**src/design/assert_macros.svh**
```systemverilog
// Assertion macros shared by the matrix block.
`ifndef ASSERT_MACROS_SVH
`define ASSERT_MACROS_SVH

// The consequent must hold in the same cycle as the antecedent.
`define ASSERT_IMPLIES(label, clk, rst, ante, cons) \
   label: assert property (@(posedge clk) disable iff (rst) (ante) |-> (cons)) \
      else $error("assertion failed: same-cycle implication");

// The consequent must hold in the cycle after the antecedent.
`define ASSERT_NEXT(label, clk, rst, ante, cons) \
   label: assert property (@(posedge clk) disable iff (rst) (ante) |=> (cons)) \
      else $error("assertion failed: next-cycle implication");

`endif

```
**src/design/mat3_pkg.sv**
```systemverilog
// Shared types and constants of the 3x3 matrix add, subtract and multiply block.
package mat3_pkg;

   localparam int DIM_DEFAULT         = 3;
   localparam int QUEUE_DEPTH_DEFAULT = 4;
   localparam int ELEM_W              = 16;
   localparam int RES_W               = 33;
   localparam int OP_W                = 2;

   // Operation codes carried on the completing beat.
   localparam logic [OP_W-1:0] OP_ADD  = 2'd0;
   localparam logic [OP_W-1:0] OP_SUB  = 2'd1;
   localparam logic [OP_W-1:0] OP_MUL  = 2'd2;
   localparam logic [OP_W-1:0] OP_RSVD = 2'd3;

   typedef struct packed {
      logic signed [ELEM_W-1:0] a_elem;
      logic signed [ELEM_W-1:0] b_elem;
      logic [OP_W-1:0]          req_type;
   } req_beat_type;

   typedef struct packed {
      logic signed [RES_W-1:0] result_value;
      logic                    last;
   } rsp_beat_type;

   // One classified load beat as it travels from front to back.
   typedef struct packed {
      logic signed [ELEM_W-1:0] a_elem;
      logic signed [ELEM_W-1:0] b_elem;
      logic [OP_W-1:0]          req_type;
      logic                     final_item;
   } queue_entry_type;

   // Status of the back end, watched at the top level.
   typedef struct packed {
      logic in_calc;
      logic wr_at_start;
      logic busy;
   } back_status_type;

endpackage

```
**src/design/mat3_front.sv**
```systemverilog
// Front end: accepts load beats, tracks the load position and marks the completing beat.
module mat3_front import mat3_pkg::*; #(
   parameter int DIM = DIM_DEFAULT
) (
   input  logic            clock,
   input  logic            reset,
   input  logic            req_valid,
   output logic            req_stall,
   input  req_beat_type    req_data,
   input  logic            q_full,
   output logic            q_push,
   output queue_entry_type q_entry,
   output logic            at_start
);

   localparam int NELEM = DIM * DIM;
   localparam int IDX_W = $clog2(NELEM);

   logic [IDX_W-1:0] load_cnt_ff;
   logic [IDX_W-1:0] load_cnt_in;
   logic             is_final;

   // The queue is the only reason to hold the producer back.
   assign req_stall = q_full;
   assign q_push    = req_valid && !q_full;
   assign is_final  = (load_cnt_ff == IDX_W'(NELEM - 1));
   assign at_start  = (load_cnt_ff == '0);

   // Build the queue entry from the beat and its classification.
   always_comb begin
      q_entry.a_elem     = req_data.a_elem;
      q_entry.b_elem     = req_data.b_elem;
      q_entry.req_type   = req_data.req_type;
      q_entry.final_item = is_final;
   end

   // Load position wraps to zero after the completing beat.
   always_comb begin
      load_cnt_in = load_cnt_ff;
      if (q_push) begin
         load_cnt_in = is_final ? '0 : load_cnt_ff + IDX_W'(1);
      end
   end

   always_ff @(posedge clock) begin
      if (reset) begin
         load_cnt_ff <= '0;
      end else begin
         load_cnt_ff <= load_cnt_in;
      end
   end

endmodule

```
**src/design/mat3_queue.sv**
```systemverilog
// Short queue of classified load beats between the front and back ends.
module mat3_queue import mat3_pkg::*; #(
   parameter int DEPTH = QUEUE_DEPTH_DEFAULT
) (
   input  logic            clock,
   input  logic            reset,
   input  logic            push,
   input  queue_entry_type push_entry,
   output logic            full,
   output logic            head_valid,
   output queue_entry_type head,
   input  logic            pop
);

   localparam int PTR_W = (DEPTH > 1) ? $clog2(DEPTH) : 1;
   localparam int CNT_W = $clog2(DEPTH + 1);

   queue_entry_type  entry_ff [DEPTH];
   logic [PTR_W-1:0] wr_ptr_ff;
   logic [PTR_W-1:0] wr_ptr_in;
   logic [PTR_W-1:0] rd_ptr_ff;
   logic [PTR_W-1:0] rd_ptr_in;
   logic [CNT_W-1:0] count_ff;
   logic [CNT_W-1:0] count_in;
   logic             do_pop;

   assign full       = (count_ff == CNT_W'(DEPTH));
   assign head_valid = (count_ff != '0);
   assign head       = entry_ff[rd_ptr_ff];
   assign do_pop     = pop && head_valid;

   // Pointer and occupancy update.
   always_comb begin
      wr_ptr_in = wr_ptr_ff;
      rd_ptr_in = rd_ptr_ff;
      count_in  = count_ff;
      if (push) begin
         wr_ptr_in = (wr_ptr_ff == PTR_W'(DEPTH - 1)) ? '0 : wr_ptr_ff + PTR_W'(1);
      end
      if (do_pop) begin
         rd_ptr_in = (rd_ptr_ff == PTR_W'(DEPTH - 1)) ? '0 : rd_ptr_ff + PTR_W'(1);
      end
      if (push && !do_pop) begin
         count_in = count_ff + CNT_W'(1);
      end else if (do_pop && !push) begin
         count_in = count_ff - CNT_W'(1);
      end
   end

   always_ff @(posedge clock) begin
      if (reset) begin
         wr_ptr_ff <= '0;
         rd_ptr_ff <= '0;
         count_ff  <= '0;
      end else begin
         wr_ptr_ff <= wr_ptr_in;
         rd_ptr_ff <= rd_ptr_in;
         count_ff  <= count_in;
      end
   end

   // Entry storage needs no reset.
   always_ff @(posedge clock) begin
      if (push) begin
         entry_ff[wr_ptr_ff] <= push_entry;
      end
   end

endmodule

```
**src/design/mat3_back.sv**
```systemverilog
// Back end: stores both matrices and computes the result elements on one shared MAC path.
module mat3_back import mat3_pkg::*; #(
   parameter int DIM = DIM_DEFAULT
) (
   input  logic            clock,
   input  logic            reset,
   input  logic            q_valid,
   input  queue_entry_type q_head,
   output logic            q_pop,
   output logic            rsp_valid,
   input  logic            rsp_stall,
   output rsp_beat_type    rsp_data,
   output back_status_type status
);

   localparam int NELEM = DIM * DIM;
   localparam int IDX_W = $clog2(NELEM);
   localparam int CW    = $clog2(DIM);
   localparam int SUM_W = ELEM_W + 1;
   localparam int PRD_W = 2 * ELEM_W;

   typedef enum logic {
      ST_LOAD,
      ST_CALC
   } state_type;

   // Operand stores, written by load beats and read during computation.
   logic signed [ELEM_W-1:0] left_mem  [NELEM];
   logic signed [ELEM_W-1:0] right_mem [NELEM];
   logic signed [ELEM_W-1:0] l_rd_ff;
   logic signed [ELEM_W-1:0] r_rd_ff;

   state_type                state_ff, state_in;
   logic [IDX_W-1:0]         wr_cnt_ff, wr_cnt_in;
   logic                     mul_ff, mul_in;
   logic                     sub_ff, sub_in;
   logic [CW-1:0]            row_ff, row_in;
   logic [CW-1:0]            col_ff, col_in;
   logic [CW-1:0]            k_ff, k_in;
   logic                     busy_ff, busy_in;
   logic                     s1_valid_ff, s1_valid_in;
   logic                     s1_firstk_ff, s1_firstk_in;
   logic                     s1_lastk_ff, s1_lastk_in;
   logic                     s1_lastel_ff, s1_lastel_in;
   logic                     s2_valid_ff, s2_valid_in;
   logic                     s2_firstk_ff, s2_firstk_in;
   logic                     s2_lastk_ff, s2_lastk_in;
   logic                     s2_lastel_ff, s2_lastel_in;
   logic signed [RES_W-1:0]  term_ff, term_in;
   logic signed [RES_W-1:0]  acc_ff, acc_in;
   logic                     rsp_valid_ff, rsp_valid_in;
   rsp_beat_type             rsp_data_ff, rsp_data_in;

   logic                     mul_dec;
   logic                     sub_dec;
   logic                     issue;
   logic                     lastk;
   logic                     lastel;
   logic                     rsp_taken;
   logic [IDX_W-1:0]         l_addr;
   logic [IDX_W-1:0]         r_addr;
   logic [IDX_W-1:0]         el_addr;
   logic signed [PRD_W-1:0]  prod;
   logic signed [SUM_W-1:0]  sum_v;

   assign q_pop     = (state_ff == ST_LOAD) && q_valid;
   assign rsp_taken = rsp_valid_ff && !rsp_stall;
   assign rsp_valid = rsp_valid_ff;
   assign rsp_data  = rsp_data_ff;

   assign status.in_calc     = (state_ff == ST_CALC);
   assign status.wr_at_start = (wr_cnt_ff == '0);
   assign status.busy        = busy_ff;

   // Operation decode on the completing beat; the spare code multiplies.
   always_comb begin
      mul_dec = 1'b0;
      sub_dec = 1'b0;
      unique case (q_head.req_type) inside
         OP_MUL, OP_RSVD: mul_dec = 1'b1;
         OP_SUB:          sub_dec = 1'b1;
         OP_ADD:          mul_dec = 1'b0;
      endcase
   end

   // One read per store per cycle: a new element starts only once the last one has left.
   assign issue  = (state_ff == ST_CALC) && (!busy_ff || (k_ff != '0));
   assign lastk  = !mul_ff || (k_ff == CW'(DIM - 1));
   assign lastel = (row_ff == CW'(DIM - 1)) && (col_ff == CW'(DIM - 1));

   // Store addresses for the current term.
   assign el_addr = IDX_W'(row_ff) * IDX_W'(DIM) + IDX_W'(col_ff);
   assign l_addr  = mul_ff ? IDX_W'(row_ff) * IDX_W'(DIM) + IDX_W'(k_ff) : el_addr;
   assign r_addr  = mul_ff ? IDX_W'(k_ff) * IDX_W'(DIM) + IDX_W'(col_ff) : el_addr;

   // Term formation: product or sum/difference, widened to the result width.
   assign prod  = l_rd_ff * r_rd_ff;
   assign sum_v = sub_ff ? SUM_W'(l_rd_ff) - SUM_W'(r_rd_ff)
                         : SUM_W'(l_rd_ff) + SUM_W'(r_rd_ff);

   // Sequencer and datapath next-state logic.
   always_comb begin
      state_in     = state_ff;
      wr_cnt_in    = wr_cnt_ff;
      mul_in       = mul_ff;
      sub_in       = sub_ff;
      row_in       = row_ff;
      col_in       = col_ff;
      k_in         = k_ff;
      busy_in      = busy_ff;
      rsp_valid_in = rsp_valid_ff;
      rsp_data_in  = rsp_data_ff;
      acc_in       = s2_firstk_ff ? term_ff : acc_ff + term_ff;

      // Loading: count stored beats and start computing on the completing one.
      if (q_pop) begin
         if (q_head.final_item) begin
            wr_cnt_in = '0;
            mul_in    = mul_dec;
            sub_in    = sub_dec;
            row_in    = '0;
            col_in    = '0;
            k_in      = '0;
            state_in  = ST_CALC;
         end else begin
            wr_cnt_in = wr_cnt_ff + IDX_W'(1);
         end
      end

      // Issue one term and step the element and inner counters.
      if (issue) begin
         busy_in = 1'b1;
         if (lastk) begin
            k_in = '0;
            if (col_ff == CW'(DIM - 1)) begin
               col_in = '0;
               row_in = (row_ff == CW'(DIM - 1)) ? '0 : row_ff + CW'(1);
            end else begin
               col_in = col_ff + CW'(1);
            end
            if (lastel) begin
               state_in = ST_LOAD;
            end
         end else begin
            k_in = k_ff + CW'(1);
         end
      end

      // The output register frees the element path once it is taken.
      if (rsp_taken) begin
         rsp_valid_in = 1'b0;
         busy_in      = 1'b0;
      end
      if (s2_valid_ff && s2_lastk_ff) begin
         rsp_valid_in             = 1'b1;
         rsp_data_in.result_value = acc_in;
         rsp_data_in.last         = s2_lastel_ff;
      end

      s1_valid_in  = issue;
      s1_firstk_in = (k_ff == '0);
      s1_lastk_in  = lastk;
      s1_lastel_in = lastel;
      s2_valid_in  = s1_valid_ff;
      s2_firstk_in = s1_firstk_ff;
      s2_lastk_in  = s1_lastk_ff;
      s2_lastel_in = s1_lastel_ff;
      term_in      = mul_ff ? RES_W'(prod) : RES_W'(sum_v);
   end

   // State, pipeline and output registers.
   always_ff @(posedge clock) begin
      if (reset) begin
         state_ff     <= ST_LOAD;
         wr_cnt_ff    <= '0;
         busy_ff      <= 1'b0;
         k_ff         <= '0;
         s1_valid_ff  <= 1'b0;
         s2_valid_ff  <= 1'b0;
         rsp_valid_ff <= 1'b0;
      end else begin
         state_ff     <= state_in;
         wr_cnt_ff    <= wr_cnt_in;
         busy_ff      <= busy_in;
         k_ff         <= k_in;
         s1_valid_ff  <= s1_valid_in;
         s2_valid_ff  <= s2_valid_in;
         rsp_valid_ff <= rsp_valid_in;
      end
      mul_ff       <= mul_in;
      sub_ff       <= sub_in;
      row_ff       <= row_in;
      col_ff       <= col_in;
      s1_firstk_ff <= s1_firstk_in;
      s1_lastk_ff  <= s1_lastk_in;
      s1_lastel_ff <= s1_lastel_in;
      s2_firstk_ff <= s2_firstk_in;
      s2_lastk_ff  <= s2_lastk_in;
      s2_lastel_ff <= s2_lastel_in;
      term_ff      <= term_in;
      if (s2_valid_ff) begin
         acc_ff <= acc_in;
      end
      rsp_data_ff  <= rsp_data_in;
   end

   // Operand stores with registered read data.
   always_ff @(posedge clock) begin
      if (q_pop) begin
         left_mem[wr_cnt_ff]  <= q_head.a_elem;
         right_mem[wr_cnt_ff] <= q_head.b_elem;
      end
      l_rd_ff <= left_mem[l_addr];
      r_rd_ff <= right_mem[r_addr];
   end

endmodule

```
**src/design/matrix3x3_add_sub_mul.sv**
```systemverilog
// Top level of the DIM x DIM signed matrix add, subtract and multiply block.
// Each request beat carries one element of the left and one of the right matrix in
// row-major order; the beat that completes a load picks the operation (add, subtract,
// or multiply, the spare code multiplying) and the block then returns DIM*DIM result
// beats in row-major order, the final one flagged with last. Load beats drain from a
// short queue at one per cycle while the back end is loading. Results come from a single
// shared multiply-accumulate path that works on one element at a time, each element
// ending when the output register is taken. The tail of the last element overlaps the
// next load. While a round is being computed the queue keeps taking the next matrix's
// first beats.
`include "assert_macros.svh"

module matrix3x3_add_sub_mul import mat3_pkg::*; #(
   parameter int DIM         = DIM_DEFAULT,
   parameter int QUEUE_DEPTH = QUEUE_DEPTH_DEFAULT
) (
   input  logic         clock,
   input  logic         reset,
   input  logic         req_valid,
   output logic         req_stall,
   input  req_beat_type req_data,
   output logic         rsp_valid,
   input  logic         rsp_stall,
   output rsp_beat_type rsp_data
);

   queue_entry_type q_entry;
   queue_entry_type q_head;
   logic            q_push;
   logic            q_full;
   logic            q_valid;
   logic            q_pop;
   logic            front_at_start;
   back_status_type back_status;

   // Front end: accepts and classifies load beats.
   mat3_front #(
      .DIM(DIM)
   ) u_front (
      .clock    (clock),
      .reset    (reset),
      .req_valid(req_valid),
      .req_stall(req_stall),
      .req_data (req_data),
      .q_full   (q_full),
      .q_push   (q_push),
      .q_entry  (q_entry),
      .at_start (front_at_start)
   );

   // Queue decoupling the two ends.
   mat3_queue #(
      .DEPTH(QUEUE_DEPTH)
   ) u_queue (
      .clock     (clock),
      .reset     (reset),
      .push      (q_push),
      .push_entry(q_entry),
      .full      (q_full),
      .head_valid(q_valid),
      .head      (q_head),
      .pop       (q_pop)
   );

   // Back end: stores operands and produces results.
   mat3_back #(
      .DIM(DIM)
   ) u_back (
      .clock    (clock),
      .reset    (reset),
      .q_valid  (q_valid),
      .q_head   (q_head),
      .q_pop    (q_pop),
      .rsp_valid(rsp_valid),
      .rsp_stall(rsp_stall),
      .rsp_data (rsp_data),
      .status   (back_status)
   );

   // The back end only drains the queue while loading.
   `ASSERT_IMPLIES(a_pop_only_in_load, clock, reset, q_pop, !back_status.in_calc)
   // Computation starts only after the completing beat has been popped.
   `ASSERT_IMPLIES(a_calc_after_final, clock, reset,
      $rose(back_status.in_calc), $past(q_pop && q_head.final_item))
   // With the queue drained and the back end loading, both load positions agree.
   `ASSERT_IMPLIES(a_count_agree, clock, reset,
      !q_valid && !back_status.in_calc, front_at_start == back_status.wr_at_start)
   // An element in flight keeps the path busy until its result beat is taken.
   `ASSERT_NEXT(a_busy_until_taken, clock, reset,
      back_status.busy && !(rsp_valid && !rsp_stall), back_status.busy)

endmodule

```
**config.mk**
```make
export PLATFORM = sky130hd
export DESIGN_NAME = matrix3x3_add_sub_mul
export DESIGN_NICKNAME = d
export VERILOG_FILES = /design/src/design/mat3_pkg.sv /design/src/design/mat3_front.sv /design/src/design/mat3_queue.sv /design/src/design/mat3_back.sv /design/src/design/matrix3x3_add_sub_mul.sv
export VERILOG_INCLUDE_DIRS = /design/src /design/src/design
export SDC_FILE = /design/constraint.sdc
export NUM_CORES = 1
export LEC_CHECK = 0
export BUFFER_PORTS_ARGS = -buffer_cell sky130_fd_sc_hd__buf_2
export CORE_MARGIN = 2
export CORE_UTILIZATION = 58
export DETAILED_ROUTE_END_ITERATION = 6
export GPL_TIMING_DRIVEN = 0
export PLACE_DENSITY = 0.84
export SYNTH_ARGS = -nofsm -noshare
export SYNTH_HDL_FRONTEND = slang
export SYNTH_SLANG_ARGS = --single-unit
export TNS_END_PERCENT = 1
```
**constraint.sdc**
```tcl
create_clock -name clock -period 6.05 [get_ports clock]
set_clock_uncertainty 0.05 [all_clocks]
set_input_delay 0.9075 -clock clock [delete_from_list [all_inputs] [get_ports clock]]
set_output_delay 0.9075 -clock clock [all_outputs]
set_load 0.01 [all_outputs]
```
==> metrics <==
status finished, violations left; failing checks negative setup slack; pre-CTS setup slack -0.974 ns; GRT Residual Overflow 0; H-tree depth 2; total clock sinks 595; post-synthesis sequential area ratio 49.4%; GR Util met3 4.07%; Seq cells post-synth 595; Synth Area in Compound Gates 6.41%; Initial Util 58.3%; global-route wire length before repair 132000 µm; total track usage 28.5%; setup TNS -1.21 ns; CTS root buf clkbuf_16; Post-Synth XOR/XNOR Area 2.46%; die width 247 µm; I/O Buffers 72; gpl congestion 0.969; ys async rst share 0%; Setup CP Type reg -> reg; post-layout util 66.1%; met1 usage 34.7%; final WL 84100 µm; final hold violation count 0; initial antenna violation count 2; CP dominant cell by count fa_1; Nets 3364; final setup vio count 7; final-layout fill cell count 4008; CP Cell Sequence clkbuf_8 > clkbuf_16 > nand2_1 > fa_1 > fa_1 > fa_1 > inv_1 > fa_1 > fa_1 > inv_1 > fa_1 > inv_1 > ha_4 > o21a_1 > nor2_1 > a21oi_2 > nand3_2 > o31a_2 > o211ai_1 > a31oi_2 > xnor2_2 > o21ai_0; Post-synth EDFFs 497; CP Capture Type flop; crit share post-route 104%; crit start category flop; hold path depth 0; post-layout min period 6.32 ns; critical path peak fanout 10; Initial DRT Pass Iterations 6; unrepaired setup endpoints after global routing yes; vias in the first global route 23.9k; total number of vias 22.1k; Post-Synth Adder-Cell Area 21.5%; CTS max path bufs 3; Post-synth top flop edfxtp_1; share of layout cells above drive strength 1 15.0%; die area 60900 µm²; CP max-delay cell fa_1; Vias per Instance 5.92; max_cap viols 0; Fmax 0.158 GHz; HP Class reg -> reg; core area 58700 µm²; Final WS setup -0.272 ns; Area growth, synth to finish 13.4%; largest family of logic cells by synthesized area adder cells; cell count after synthesis 2724; R2R cell count 22; Avg Cell Area, Syn 12.6 µm²; GRT busiest layer met2; Synth warnings 0; TritonCTS Buffers 58; DRT iter0 DRCs 2305; Clock Latency Late Sink 0.66 ns; CTS tree done; multiplexer share of the synthesized area 5.31%; routed length per instance 22.6 µm; Clock transition at path regs 0.06 ns; pin count of the biggest net entering global routing 36; Slew Viols, Final 0; Slew headroom 35.2%; post-synthesis net count 3188; Netlist cell types 72; grt met2 use 50.2%; row cnt 89; residual DRC count 0; DP Wirelength 57400 µm; die height 247 µm; synthesized cell area 34200 µm²; simple-gate share of the synthesized area 9.96%; Critical Path RT 6.46 ns; Ports 74; antenna-violating nets left 0; Crit path largest cell delay 0.55 ns; Slew @ Worst Pin 0.972 ns; Crit path arrival time 6.73 ns
## cells by family after synthesis
logic type / after synthesis
AND/OR/NAND/NOR: 727
adder cells (fa/ha/maj): 426
multiplexers: 97
flip-flops: 595
AO/OA/AOI/OAI: 338
XOR/XNOR: 96
buffers and inverters: 445
## worst max-delay path: cells and delay by family, from the launching register on
family / cells / cell delay [ns]
AND/OR/NAND/NOR: 3 / 0.29
flip-flops: 1 / 0.33
buffers and inverters: 5 / 0.53
AO/OA/AOI/OAI: 6 / 1.27
adder cells (fa/ha/maj): 7 / 3.44
XOR/XNOR: 1 / 0.23
## final cells by class
class / count / area (µm²) / area share [%]
flip-flops and latches: 595 / 16900 / 43.7
multi-input cells: 1684 / 15900 / 41.1
clock buffers: 79 / 1600 / 4.13
inverters: 331 / 1240 / 3.20
well taps: 773 / 967 / 2.49
repair buffers: 123 / 907 / 2.34
plain buffers: 107 / 805 / 2.07
clock inverters: 31 / 380 / 0.981
diodes: 2 / 5.00 / 0.0129
## routing by layer
| metal | wire (µm) | share of wire, % |
|---|---|---|
| met5 | 13 | 0.015 |
| met2 | 42900 | 51 |
| met3 | 5840 | 6.9 |
| met1 | 31200 | 37 |
| met4 | 4120 | 4.9 |
## cells in the mapped netlist, types with 4 or more instances
master / number / share of area (%)
mux2i_1: 24 / 0.70
o22ai_1: 4 / 0.073
inv_1: 329 / 3.6
edfxtp_1: 497 / 44
buf_2: 12 / 0.18
nor4b_1: 5 / 0.13
nor2b_1: 8 / 0.15
mux4_2: 67 / 4.4
mux2_2: 6 / 0.20
nor3b_1: 4 / 0.088
a311oi_1: 19 / 0.49
o21bai_1: 10 / 0.22
clkbuf_1: 85 / 0.93
nand2b_1: 11 / 0.20
and2_1: 137 / 2.5
or2_2: 5 / 0.091
o21ai_2: 4 / 0.10
nand2_1: 345 / 3.8
ha_1: 157 / 5.7
nor3_1: 20 / 0.29
o21ai_1: 6 / 0.088
o21ai_0: 82 / 1.2
dfxtp_1: 98 / 5.7
a21o_1: 31 / 0.68
a211oi_1: 8 / 0.18
nor2_1: 99 / 1.1
nand4_1: 10 / 0.18
o211ai_1: 7 / 0.15
buf_1: 11 / 0.12
o21a_1: 13 / 0.29
o31ai_1: 5 / 0.11
a21oi_1: 88 / 1.3
nand3_1: 46 / 0.67
fa_1: 269 / 16
and3_1: 23 / 0.42
xor2_1: 37 / 0.95
a31oi_1: 29 / 0.53
xnor2_1: 59 / 1.5
## path summary, 6_finish.rpt
path | start | end | slack (ns)
hold reg to reg | u_back.s1_lastk_ff | u_back.s2_lastk_ff | 0.28
hold / removal | u_back.s1_lastk_ff | u_back.s2_lastk_ff | 0.28
setup / recovery | u_back.r_rd_ff[1] | u_back.term_ff[31] | -0.27
setup reg to reg | u_back.r_rd_ff[1] | u_back.term_ff[31] | -0.27
## through the flow
stage	hold slack, ns	cell area [µm²]	instances
3_3_place_gp	0.263	35600	3569
2_1_floorplan	0.260	34200	2724
3_5_place_dp	0.262	35900	3584
6_report	0.276	38800	3725
4_1_cts	0.276	38700	3719
5_1_grt	0.287	38800	3724
## layout by cell type, fill, tap and decap left out, drive strengths merged, types with 6 or more instances in the layout
master / n
xnor2: 59
a311oi: 19
o211ai: 7
a21o: 32
edfxtp: 497
o21ai: 92
mux2: 6
nor2: 99
a21oi: 90
fa: 269
clkinv: 17
bufinv: 6
o21a: 13
buf: 150
mux2i: 24
inv: 334
dfxtp: 98
clkbuf: 159
xor2: 37
ha: 157
nor3: 21
and3: 24
a211oi: 10
mux4: 67
nand2b: 11
nand4: 10
o21bai: 10
nor2b: 8
nand3: 47
and2: 137
a31oi: 30
nand2: 345
## registers in the layout, summed over array words and instances (netlist names), 3 cells and up, named ones only
| register | count |
|---|---|
| u_back.acc_ff | 33 |
| u_back.l_rd_ff | 16 |
| u_back.left_mem | 144 |
| u_back.r_rd_ff | 16 |
| u_back.right_mem | 144 |
| u_back.rsp_data | 34 |
| u_back.term_ff | 32 |
| u_back.wr_cnt_ff | 4 |
| u_front.load_cnt_ff | 4 |
| u_queue.count_ff | 3 |
| u_queue.entry_ff | 140 |
## repair_timing
item | 4_1_cts | 5_1_grt
hold buffers | 0 | 0
gates cloned | 1 | 0
setup endpoints to repair | 18 | 15
resized for setup | 161 | 20
buffers inserted | 31 | 4
pin swaps | 35 | 19
Power is left out: the tool's default activity adds up to more than one toggle a clock period on the data nets, which glitch-free logic cannot reach.
